**src/hw/rtl/assert_macros.svh**
```systemverilog
// Assertion helpers
`ifndef ASSERT_MACROS_SVH
`define ASSERT_MACROS_SVH
`define ASSERT_CLK(lbl, prop) \
  lbl: assert property (@(posedge clk_i) disable iff (!rst_ni) (prop)) \
    else $error("assertion failed");
`define ASSERT_NEVER(lbl, prop) \
  lbl: assert property (@(posedge clk_i) disable iff (!rst_ni) !(prop)) \
    else $error("forbidden condition");
`endif

```
**src/hw/rtl/ccfd_pkg.sv**
```systemverilog
`default_nettype none
package ccfd_pkg;
  localparam int unsigned HeaderBytes = 40;
  localparam logic [31:0] CrcPoly = 32'h82F63B78;
  localparam logic [31:0] CrcInit = 32'hFFFFFFFF;
  localparam logic [31:0] Magic = 32'h464B5650;

  localparam logic [1:0] KindPayload = 2'd0;
  localparam logic [1:0] KindAccept = 2'd1;
  localparam logic [1:0] KindError = 2'd2;

  localparam logic [1:0] RegMaxKey = 2'd0;
  localparam logic [1:0] RegMaxVal = 2'd1;
  localparam logic [1:0] RegMaxFrame = 2'd2;

  typedef enum logic [3:0] {
    ErrNone = 4'd0, ErrMagic = 4'd1, ErrVersion = 4'd2, ErrHdrSize = 4'd3,
    ErrHdrCrc = 4'd4, ErrFlags = 4'd5, ErrReserved = 4'd6, ErrZeroId = 4'd7,
    ErrKind = 4'd8, ErrOpcode = 4'd9, ErrStatus = 4'd10, ErrKeyLen = 4'd11,
    ErrValLen = 4'd12, ErrFrameSize = 4'd13, ErrPayCrc = 4'd14, ErrFailed = 4'd15
  } err_e;

  // One entry of the queue between front and back: up to two results.
  typedef struct packed {
    logic       has_pay;
    logic [7:0] pay_byte;
    logic       pay_val;
    logic       has_end;
    logic       end_err;
    err_e       err;
    logic [1:0] fkind;
    logic [3:0] opcode;
    logic [2:0] status;
    logic [63:0] req_id;
    logic [31:0] klen;
    logic [31:0] vlen;
  } cmd_t;

  function automatic logic [31:0] crc_byte(logic [31:0] c, logic [7:0] b);
    logic [31:0] r;
    r = c ^ {24'd0, b};
    for (int i = 0; i < 8; i++) begin
      r = r[0] ? ((r >> 1) ^ CrcPoly) : (r >> 1);
    end
    return r;
  endfunction
endpackage
`default_nettype wire

```
**src/hw/rtl/crc32c_checked_frame_deframer_top.sv**
```systemverilog
// Frame deframer with CRC-32C checks. One byte per cycle is accepted while the
// result queue has room; the front parser updates the byte counter and a
// byte-wide CRC-32C as each byte is accepted. Results pass through a two-entry
// queue; a final payload byte produces two result transfers (byte, then
// accept/error). After any error every byte yields a parser-failed error until
// reset. Config writes are taken at any time and should occur only while idle.
`default_nettype none
module crc32c_checked_frame_deframer_top (
  input  wire logic        clk_i,
  input  wire logic        rst_ni,
  input  wire logic        in_valid_i,
  output logic             in_ready_o,
  input  wire logic [7:0]  data_byte_i,
  input  wire logic        cfg_valid_i,
  output logic             cfg_ready_o,
  input  wire logic [1:0]  cfg_index_i,
  input  wire logic [33:0] cfg_data_i,
  output logic             out_valid_o,
  input  wire logic        out_ready_i,
  output logic [1:0]       result_kind_o,
  output logic [7:0]       payload_byte_o,
  output logic             in_value_o,
  output logic [1:0]       frame_kind_o,
  output logic [3:0]       opcode_o,
  output logic [2:0]       status_code_o,
  output logic [63:0]      request_id_o,
  output logic [31:0]      key_length_o,
  output logic [31:0]      value_length_o,
  output logic [3:0]       error_code_o,
  output logic             last_o
);
  logic [31:0] mk_q, mv_q;
  logic [33:0] mf_q;
  assign cfg_ready_o = 1'b1;
  always_ff @(posedge clk_i or negedge rst_ni) begin
    if (!rst_ni) begin
      mk_q <= 32'd1024; mv_q <= 32'd1048576; mf_q <= 34'd1049640;
    end else if (cfg_valid_i) begin
      case (cfg_index_i)
        ccfd_pkg::RegMaxKey: mk_q <= cfg_data_i[31:0];
        ccfd_pkg::RegMaxVal: mv_q <= cfg_data_i[31:0];
        ccfd_pkg::RegMaxFrame: mf_q <= cfg_data_i;
        default: ;
      endcase
    end
  end

  logic c_valid, q_ready, q_valid, q_pop;
  ccfd_pkg::cmd_t c_cmd, q_cmd;

  ccfd_front u_front (
    .clk_i, .rst_ni, .in_valid_i, .in_ready_o, .data_byte_i,
    .max_key_i(mk_q), .max_val_i(mv_q), .max_frame_i(mf_q),
    .cmd_valid_o(c_valid), .cmd_ready_i(q_ready), .cmd_o(c_cmd)
  );
  ccfd_queue u_queue (
    .clk_i, .rst_ni, .push_i(c_valid), .ready_o(q_ready), .d_i(c_cmd),
    .valid_o(q_valid), .pop_i(q_pop), .q_o(q_cmd)
  );
  ccfd_back u_back (
    .clk_i, .rst_ni, .cmd_valid_i(q_valid), .cmd_pop_o(q_pop), .cmd_i(q_cmd),
    .out_valid_o, .out_ready_i, .result_kind_o, .payload_byte_o, .in_value_o,
    .frame_kind_o, .opcode_o, .status_code_o, .request_id_o, .key_length_o,
    .value_length_o, .error_code_o, .last_o
  );
endmodule
`default_nettype wire

```
**src/hw/rtl/ccfd_front.sv**
```systemverilog
`default_nettype none
`include "assert_macros.svh"
module ccfd_front (
  input  wire logic          clk_i,
  input  wire logic          rst_ni,
  input  wire logic          in_valid_i,
  output logic               in_ready_o,
  input  wire logic [7:0]    data_byte_i,
  input  wire logic [31:0]   max_key_i,
  input  wire logic [31:0]   max_val_i,
  input  wire logic [33:0]   max_frame_i,
  output logic               cmd_valid_o,
  input  wire logic          cmd_ready_i,
  output ccfd_pkg::cmd_t     cmd_o
);
  logic [7:0]  hdr_q [ccfd_pkg::HeaderBytes];
  logic [33:0] cnt_q, cnt_d;
  logic [33:0] total_q, total_d;
  logic [31:0] hcrc_q, hcrc_d, pcrc_q, pcrc_d;
  logic        inpay_q, inpay_d, failed_q, failed_d;
  logic        push;
  ccfd_pkg::cmd_t cmd;
  logic        emit;

  assign in_ready_o = cmd_ready_i;
  assign push = in_valid_i && in_ready_o;

  logic [31:0] f_magic, f_hcrc, f_pcrc, f_klen, f_vlen;
  logic [15:0] f_ver, f_hsz, f_st, f_flg, f_rsv;
  logic [63:0] f_id;
  logic [7:0]  f_kind, f_op;
  logic [33:0] f_tot;
  logic [31:0] last_word;
  // last header byte arrives this cycle; build fields with it
  always_comb begin
    last_word = {hdr_q[36], hdr_q[37], hdr_q[38], data_byte_i};
    f_magic = {hdr_q[0], hdr_q[1], hdr_q[2], hdr_q[3]};
    f_ver = {hdr_q[4], hdr_q[5]};
    f_hsz = {hdr_q[6], hdr_q[7]};
    f_kind = hdr_q[8];
    f_op = hdr_q[9];
    f_st = {hdr_q[10], hdr_q[11]};
    f_flg = {hdr_q[12], hdr_q[13]};
    f_rsv = {hdr_q[14], hdr_q[15]};
    f_id = {hdr_q[16], hdr_q[17], hdr_q[18], hdr_q[19],
            hdr_q[20], hdr_q[21], hdr_q[22], hdr_q[23]};
    f_klen = {hdr_q[24], hdr_q[25], hdr_q[26], hdr_q[27]};
    f_vlen = {hdr_q[28], hdr_q[29], hdr_q[30], hdr_q[31]};
    f_hcrc = {hdr_q[32], hdr_q[33], hdr_q[34], hdr_q[35]};
    f_pcrc = last_word;
    f_tot = 34'(ccfd_pkg::HeaderBytes) + {2'b0, f_klen} + {2'b0, f_vlen};
  end

  logic [31:0] hdr_klen;
  assign hdr_klen = {hdr_q[24], hdr_q[25], hdr_q[26], hdr_q[27]};
  logic [31:0] stored_pcrc;
  assign stored_pcrc = {hdr_q[36], hdr_q[37], hdr_q[38], hdr_q[39]};

  always_comb begin
    ccfd_pkg::err_e e;
    logic [31:0] pc_new;
    cnt_d = cnt_q; total_d = total_q; hcrc_d = hcrc_q; pcrc_d = pcrc_q;
    inpay_d = inpay_q; failed_d = failed_q;
    cmd = '0; emit = 1'b0; e = ccfd_pkg::ErrNone;
    pc_new = ccfd_pkg::crc_byte(pcrc_q, data_byte_i);
    if (failed_q) begin
      emit = 1'b1; cmd.has_end = 1'b1; cmd.end_err = 1'b1; cmd.err = ccfd_pkg::ErrFailed;
    end else if (!inpay_q) begin
      if (cnt_q < 34'd32) hcrc_d = ccfd_pkg::crc_byte(hcrc_q, data_byte_i);
      cnt_d = cnt_q + 34'd1;
      if (cnt_q == 34'(ccfd_pkg::HeaderBytes - 1)) begin
        if (f_magic != ccfd_pkg::Magic) e = ccfd_pkg::ErrMagic;
        else if (f_ver != 16'd1) e = ccfd_pkg::ErrVersion;
        else if (f_hsz != 16'(ccfd_pkg::HeaderBytes)) e = ccfd_pkg::ErrHdrSize;
        else if (f_hcrc != (hcrc_q ^ ccfd_pkg::CrcInit)) e = ccfd_pkg::ErrHdrCrc;
        else if (f_flg != 16'd0) e = ccfd_pkg::ErrFlags;
        else if (f_rsv != 16'd0) e = ccfd_pkg::ErrReserved;
        else if (f_id == 64'd0) e = ccfd_pkg::ErrZeroId;
        else if (f_kind != 8'd1 && f_kind != 8'd2) e = ccfd_pkg::ErrKind;
        else if (f_op < 8'd1 || f_op > 8'd8) e = ccfd_pkg::ErrOpcode;
        else if (f_st > 16'd6) e = ccfd_pkg::ErrStatus;
        else if (f_klen > max_key_i) e = ccfd_pkg::ErrKeyLen;
        else if (f_vlen > max_val_i) e = ccfd_pkg::ErrValLen;
        else if (f_tot > max_frame_i) e = ccfd_pkg::ErrFrameSize;
        if (e != ccfd_pkg::ErrNone) begin
          emit = 1'b1; cmd.has_end = 1'b1; cmd.end_err = 1'b1; cmd.err = e;
          failed_d = 1'b1;
        end else if (f_tot == 34'(ccfd_pkg::HeaderBytes)) begin
          emit = 1'b1; cmd.has_end = 1'b1;
          cnt_d = '0; hcrc_d = ccfd_pkg::CrcInit;
          if (f_pcrc != 32'd0) begin
            cmd.end_err = 1'b1; cmd.err = ccfd_pkg::ErrPayCrc; failed_d = 1'b1;
          end
        end else begin
          inpay_d = 1'b1; total_d = f_tot; pcrc_d = ccfd_pkg::CrcInit;
        end
        cmd.fkind = f_kind[1:0]; cmd.opcode = f_op[3:0]; cmd.status = f_st[2:0];
        cmd.req_id = f_id; cmd.klen = f_klen; cmd.vlen = f_vlen;
      end
    end else begin
      emit = 1'b1;
      cmd.has_pay = 1'b1; cmd.pay_byte = data_byte_i;
      cmd.pay_val = (cnt_q - 34'(ccfd_pkg::HeaderBytes)) >= {2'b0, hdr_klen};
      pcrc_d = pc_new;
      cnt_d = cnt_q + 34'd1;
      if (cnt_d >= total_q) begin
        cmd.has_end = 1'b1;
        cmd.fkind = hdr_q[8][1:0]; cmd.opcode = hdr_q[9][3:0];
        cmd.status = hdr_q[11][2:0];
        cmd.req_id = {hdr_q[16], hdr_q[17], hdr_q[18], hdr_q[19],
                      hdr_q[20], hdr_q[21], hdr_q[22], hdr_q[23]};
        cmd.klen = hdr_klen;
        cmd.vlen = {hdr_q[28], hdr_q[29], hdr_q[30], hdr_q[31]};
        if ((pc_new ^ ccfd_pkg::CrcInit) != stored_pcrc) begin
          cmd.end_err = 1'b1; cmd.err = ccfd_pkg::ErrPayCrc; failed_d = 1'b1;
        end
        cnt_d = '0; total_d = 34'(ccfd_pkg::HeaderBytes);
        hcrc_d = ccfd_pkg::CrcInit; pcrc_d = ccfd_pkg::CrcInit; inpay_d = 1'b0;
      end
    end
  end

  always_ff @(posedge clk_i) begin
    if (push && !failed_q && !inpay_q) begin
      hdr_q[cnt_q[5:0]] <= data_byte_i;
    end
  end

  always_ff @(posedge clk_i or negedge rst_ni) begin
    if (!rst_ni) begin
      cnt_q <= '0; total_q <= 34'(ccfd_pkg::HeaderBytes);
      hcrc_q <= ccfd_pkg::CrcInit; pcrc_q <= ccfd_pkg::CrcInit;
      inpay_q <= 1'b0; failed_q <= 1'b0;
    end else if (push) begin
      cnt_q <= cnt_d; total_q <= total_d; hcrc_q <= hcrc_d; pcrc_q <= pcrc_d;
      inpay_q <= inpay_d; failed_q <= failed_d;
    end
  end

  assign cmd_valid_o = push && emit;
  assign cmd_o = cmd;

  `ASSERT_NEVER(a_hdr_in_range, !failed_q && !inpay_q && cnt_q >= 34'(ccfd_pkg::HeaderBytes))
  `ASSERT_CLK(a_fail_sticky, $past(failed_q) |-> failed_q)
  `ASSERT_NEVER(a_pay_after_fail, cmd_valid_o && failed_q && cmd_o.has_pay)
endmodule
`default_nettype wire

```
**src/hw/rtl/ccfd_queue.sv**
```systemverilog
`default_nettype none
`include "assert_macros.svh"
module ccfd_queue (
  input  wire logic       clk_i,
  input  wire logic       rst_ni,
  input  wire logic       push_i,
  output logic            ready_o,
  input  wire ccfd_pkg::cmd_t d_i,
  output logic            valid_o,
  input  wire logic       pop_i,
  output ccfd_pkg::cmd_t  q_o
);
  ccfd_pkg::cmd_t mem_q [2];
  logic rp_q, wp_q;
  logic [1:0] n_q;
  assign ready_o = n_q != 2'd2;
  assign valid_o = n_q != 2'd0;
  assign q_o = mem_q[rp_q];
  always_ff @(posedge clk_i) begin
    if (push_i) mem_q[wp_q] <= d_i;
  end
  always_ff @(posedge clk_i or negedge rst_ni) begin
    if (!rst_ni) begin
      rp_q <= 1'b0; wp_q <= 1'b0; n_q <= '0;
    end else begin
      if (push_i) wp_q <= ~wp_q;
      if (pop_i) rp_q <= ~rp_q;
      n_q <= n_q + {1'b0, push_i} - {1'b0, pop_i};
    end
  end
  `ASSERT_NEVER(a_over, push_i && n_q == 2'd2)
  `ASSERT_NEVER(a_under, pop_i && n_q == 2'd0)
endmodule
`default_nettype wire

```
**src/hw/rtl/ccfd_back.sv**
```systemverilog
`default_nettype none
`include "assert_macros.svh"
module ccfd_back (
  input  wire logic       clk_i,
  input  wire logic       rst_ni,
  input  wire logic       cmd_valid_i,
  output logic            cmd_pop_o,
  input  wire ccfd_pkg::cmd_t cmd_i,
  output logic            out_valid_o,
  input  wire logic       out_ready_i,
  output logic [1:0]      result_kind_o,
  output logic [7:0]      payload_byte_o,
  output logic            in_value_o,
  output logic [1:0]      frame_kind_o,
  output logic [3:0]      opcode_o,
  output logic [2:0]      status_code_o,
  output logic [63:0]     request_id_o,
  output logic [31:0]     key_length_o,
  output logic [31:0]     value_length_o,
  output logic [3:0]      error_code_o,
  output logic            last_o
);
  logic pay_done_q;
  logic doing_pay;
  assign doing_pay = cmd_i.has_pay && !pay_done_q;
  assign out_valid_o = cmd_valid_i;
  assign cmd_pop_o = cmd_valid_i && out_ready_i && (!doing_pay || !cmd_i.has_end);

  always_comb begin
    result_kind_o = ccfd_pkg::KindPayload; payload_byte_o = '0; in_value_o = 1'b0;
    frame_kind_o = '0; opcode_o = '0; status_code_o = '0; request_id_o = '0;
    key_length_o = '0; value_length_o = '0; error_code_o = '0; last_o = 1'b1;
    if (doing_pay) begin
      payload_byte_o = cmd_i.pay_byte; in_value_o = cmd_i.pay_val;
      last_o = !cmd_i.has_end;
    end else if (cmd_i.end_err) begin
      result_kind_o = ccfd_pkg::KindError; error_code_o = cmd_i.err;
    end else begin
      result_kind_o = ccfd_pkg::KindAccept; frame_kind_o = cmd_i.fkind;
      opcode_o = cmd_i.opcode; status_code_o = cmd_i.status;
      request_id_o = cmd_i.req_id; key_length_o = cmd_i.klen;
      value_length_o = cmd_i.vlen;
    end
  end

  always_ff @(posedge clk_i or negedge rst_ni) begin
    if (!rst_ni) pay_done_q <= 1'b0;
    else if (cmd_pop_o) pay_done_q <= 1'b0;
    else if (cmd_valid_i && out_ready_i && doing_pay) pay_done_q <= 1'b1;
  end

  `ASSERT_CLK(a_split, pay_done_q |-> cmd_valid_i && cmd_i.has_end)
endmodule
`default_nettype wire

```
**config.mk**
```make
export PLATFORM = sky130hd
export DESIGN_NAME = crc32c_checked_frame_deframer_top
export DESIGN_NICKNAME = d
export VERILOG_FILES = /design/src/hw/rtl/ccfd_pkg.sv /design/src/hw/rtl/crc32c_checked_frame_deframer_top.sv /design/src/hw/rtl/ccfd_front.sv /design/src/hw/rtl/ccfd_queue.sv /design/src/hw/rtl/ccfd_back.sv
export VERILOG_INCLUDE_DIRS = /design/src /design/src/hw/rtl
export SDC_FILE = /design/constraint.sdc
export NUM_CORES = 2
export LEC_CHECK = 0
export BUFFER_PORTS_ARGS = -buffer_cell sky130_fd_sc_hd__buf_2
export CAP_MARGIN = 20
export CORE_MARGIN = 2
export CORE_UTILIZATION = 45
export CTS_CLUSTER_SIZE = 20
export DETAILED_ROUTE_END_ITERATION = 10
export RECOVER_POWER = 50
export SYNTH_ARGS = -nofsm -noshare
export SYNTH_HDL_FRONTEND = slang
export SYNTH_SLANG_ARGS = --single-unit
```
**constraint.sdc**
```tcl
create_clock -name clk_i -period 28.1 [get_ports clk_i]
set_input_delay 1.405 -clock clk_i [delete_from_list [all_inputs] [get_ports clk_i]]
set_output_delay 1.405 -clock clk_i [all_outputs]
set_load 0.01 [all_outputs]
```
==> summary.md <==
| Metric | Value |
|---|---|
| Count of different cell masters after synthesis | 84 |
| Share of the synthesized area in compound gates (AO/OA/AOI/OAI) | 0.08728 |
| Core Region | 0.09361 mm2 |
| Leak pwr | 18.40 nW |
| Type of the worst min-delay path | flop to flop |
| Final Cycle Share | 0.3674 |
| Resized cells post-CTS | 0 |
| Sinks on the clock net | 863 |
| Average via count per standard cell | 5.684 |
| Initial antenna violation count | 9 |
| Detailed-router iteration count before antenna repair | 5 |
| Result of the run | finished with violations |
| Required time reported for the critical path endpoint | 28390 ps |
| IR drop worst, VDD | 0.00005580 V |
| Combinational family with the most area after synthesis | simple AND/OR/NAND/NOR gates |
| Ports placed on the boundary | 205 |
| Ys flop type | edfxtp_1 |
| Worst-Skew Late Latency | 690 ps |
| Number of H-tree levels | 3 |
| Flip-flop and latch count after synthesis | 863 |
| Quantity of hold-fixing buffers added after cts | 0 |
| Number of placement rows | 112 |
| Post-synthesis average cell area | 12.34 um2 |
| DR iter-0 viols | 2957 |
| CTS Root Cell | clkbuf_16 |
| Final Max Tran Viols | 799 |
| Nature of the critical path startpoint | flop |
| CP max-delay cell | buf_4 |
| Die X-Extent | 311.8 um |
| TritonCTS clock tree | done |
| Share of cells above drive strength 1 | 0.1419 |
| Number of design rule violations left after detail routing | 0 |
| Crit-path max cell delay | 850 ps |
| Worst slew pin tran | 6492 ps |
| Wire length of the first global-routing pass | 179500 um |
| Max transition margin | -3.328 |
| DP HPWL | 86190 um |
| Proportion of synthesized area in mux cells | 0.05365 |
| Overall track demand over capacity in global routing | 0.2477 |
| Number of buffers on the longest clock path | 3 |
| Aggregate global routing overflow | 0 |
| Total CTS buffers | 92 |
| Number of violations of the max-capacitance limit | 19 |
| Clk slew on worst S/H paths | 60 ps |
| Weighted congestion reported at the end of routability-driven placement | 0.9219 |
| Violations in the final reports | max-capacitance violations, max-slew violations |
| Routed WL | 122100 um |
| Setup skew after layout | 37.85 ps |
| Buffer count from post-CTS setup fixing | 0 |
| NumNets Final | 3915 |
| Final setup violation count | 0 |
| Syn Nets | 3707 |
| Synth Area in XOR/XNOR | 0.07132 |
| Synth Cell Area | 0.04263 mm2 |
| Die height | 311.8 um |
| Count of fill cells added during filler insertion | 8338 |
| Area occupied by multi-input gates | 0.01650 mm2 |
| Count of nets left with antenna violations after detail routing | 0 |
| Arrival time worst endpoint | 10620 ps |
| Final routed wire length divided by cell count | 24.44 um |
| Count of port buffers added during placement | 203 |
| Areal power density over the cells | 81.59 mW/mm2 |
| Number of global-route vias before repair | 27150 |
| Full die area | 0.09722 mm2 |
| Antenna diode instance count | 0 |
| Via count | 28400 |
| Synth Instances | 3455 |
| Timing-limited maximum frequency | 96.86 MHz |
| Kind of capture point of the worst setup path | flop |
| Setup repair after global routing missed its margin | false |
| Post-Synth Adder-Cell Area | 0.05975 |
| Sequential cell area | 0.02482 mm2 |
| Fin util | 0.5150 |
| Final Hold Vio Count | 0 |
| Yosys warning count | 0 |
| Number of enable-type register cells in the synthesized netlist | 626 |
| Initial cell density of the core | 0.4554 |
| Fraction of the mapped netlist area in simple logic gates | 0.1140 |
| Setup TNS | 0 ps |
| Total design power | 3.934 mW |
| Critical path start-end classification | flop to flop |
| Minimum period implied by the final worst setup slack | 10320 ps |
| Seq/Total Area, Yosys | 0.5822 |
| Fraction of synthesis flops using an asynchronous set or reset pin | 0.2746 |
| Critical path peak fanout | 68 |
| Maximum number of pins on one net before global-route repair | 131 |
| Growth of design area from synthesis to finish | 13.08% |
| Critical path's most frequent cell | nor4_1 |
## kinds of logic (layout without fill, tap and decap cells)
family / count (synthesis) / after routing
simple gates: 944 / 944
flops: 863 / 863
compound gates: 530 / 530
buf+inv: 355 / 642
xor+xnor: 339 / 339
mux: 220 / 220
fa+ha+maj: 203 / 203
other cells: 1 / 1
## flip-flops by register name, indices dropped and copies added, names as in the netlist, 2 cells and up
name / flops
u_queue.n_q: 2
mf_q: 34
u_front.pcrc_q: 32
mk_q: 32
u_front.hcrc_q: 32
u_front.hdr_q: 320
u_queue.mem_q: 306
u_front.cnt_q: 34
mv_q: 32
u_front.total_q: 34
## critical path, delay by kind of cell (launching register included)
kind	cells	cell delay, ps
simple gates	18	5520
buf+inv	2	1660
compound gates	6	1400
fa+ha+maj	2	610
flops	1	440
xor+xnor	1	180
## where the power goes
group | internal [mW] | switching [mW]
Combinational | 0.459 | 0.661
Sequential | 1.47 | 0.0712
Clock | 0.750 | 0.527
## cells in the mapped netlist, drive strengths merged, types with 10 or more instances
cell,instances,area (um2)
a2111oi,10,87.58
a211oi,15,127.6
a21o,63,473.0
a21oi,92,464.2
a22o,52,455.4
a2bb2oi,62,543.0
a31oi,16,100.1
and2,122,763.2
and3,20,125.1
and4,10,87.58
buf,27,122.6
clkbuf,120,451.7
dfrtp,165,4129
dfstp,72,1892
edfxtp,626,18800
ha,202,2527
inv,207,777.0
mux2,68,765.7
mux2i,152,1521
nand2,135,506.7
nand2b,11,68.82
nand3,59,295.3
nand4,74,462.9
nor2,269,1010
nor2b,12,75.07
nor3,55,275.3
nor4,115,719.4
o211ai,20,150.1
o21ai,103,515.5
o31ai,15,117.6
or3,22,137.6
xnor2,229,2021
xor2,106,928.4
## cell type report
type | instances | area share
Clock buffer | 120 | 0.05230
Clock inverter | 53 | 0.01376
Inverter | 208 | 0.01619
Multi-Input combinational cell | 2237 | 0.3423
Sequential cell | 863 | 0.5148
Tap cell | 1254 | 0.03255
Timing Repair Buffer | 261 | 0.02806
## layer usage
layer | wire (um) | GRT usage
met4 | 3350 | 0.07802
met3 | 7011 | 0.03787
met5 | 8 | 0
met2 | 54390 | 0.3776
met1 | 57350 | 0.3637
## stage by stage
step / setup WS [ps] / cell area [um2] / hold slack (ps) / instances
final: 17780 / 48210 / 489.9 / 4996
after global routing: 17070 / 48210 / 515.2 / 4996
after CTS: 17890 / 48320 / 493.5 / 4993
after detailed placement: 17980 / 45140 / 481.1 / 4820
after global placement: 18030 / 45130 / 477.5 / 4819
after floorplan: 15490 / 42630 / 442.5 / 3455
## worst paths after layout
kind                            cells past startpoint  slack, ps                    end                 start
worst max register to register                     29      17780  u_queue.mem_q[1][110]  u_front.hdr_q[27][6]
worst max-delay path                               29      17780  u_queue.mem_q[1][110]  u_front.hdr_q[27][6]
max in group asynchronous                           2      18950       u_front.failed_q                rst_ni
worst min register to register                      1        490         u_queue.n_q[1]        u_queue.n_q[1]
min in group asynchronous                           1       3130               mv_q[10]                rst_ni
worst min-delay path                                1        490         u_queue.n_q[1]        u_queue.n_q[1]
## layout by cell type, fill, tap and decap left out, drive strengths merged, types with 115 or more instances in the layout
cell type	netlist	layout
and2	122	122
buf	27	223
clkbuf	120	157
dfrtp	165	165
edfxtp	626	626
ha	202	202
inv	207	213
mux2i	152	152
nand2	135	135
nor2	269	269
nor4	115	115
xnor2	229	229
(Power assumes the default switching activity.)
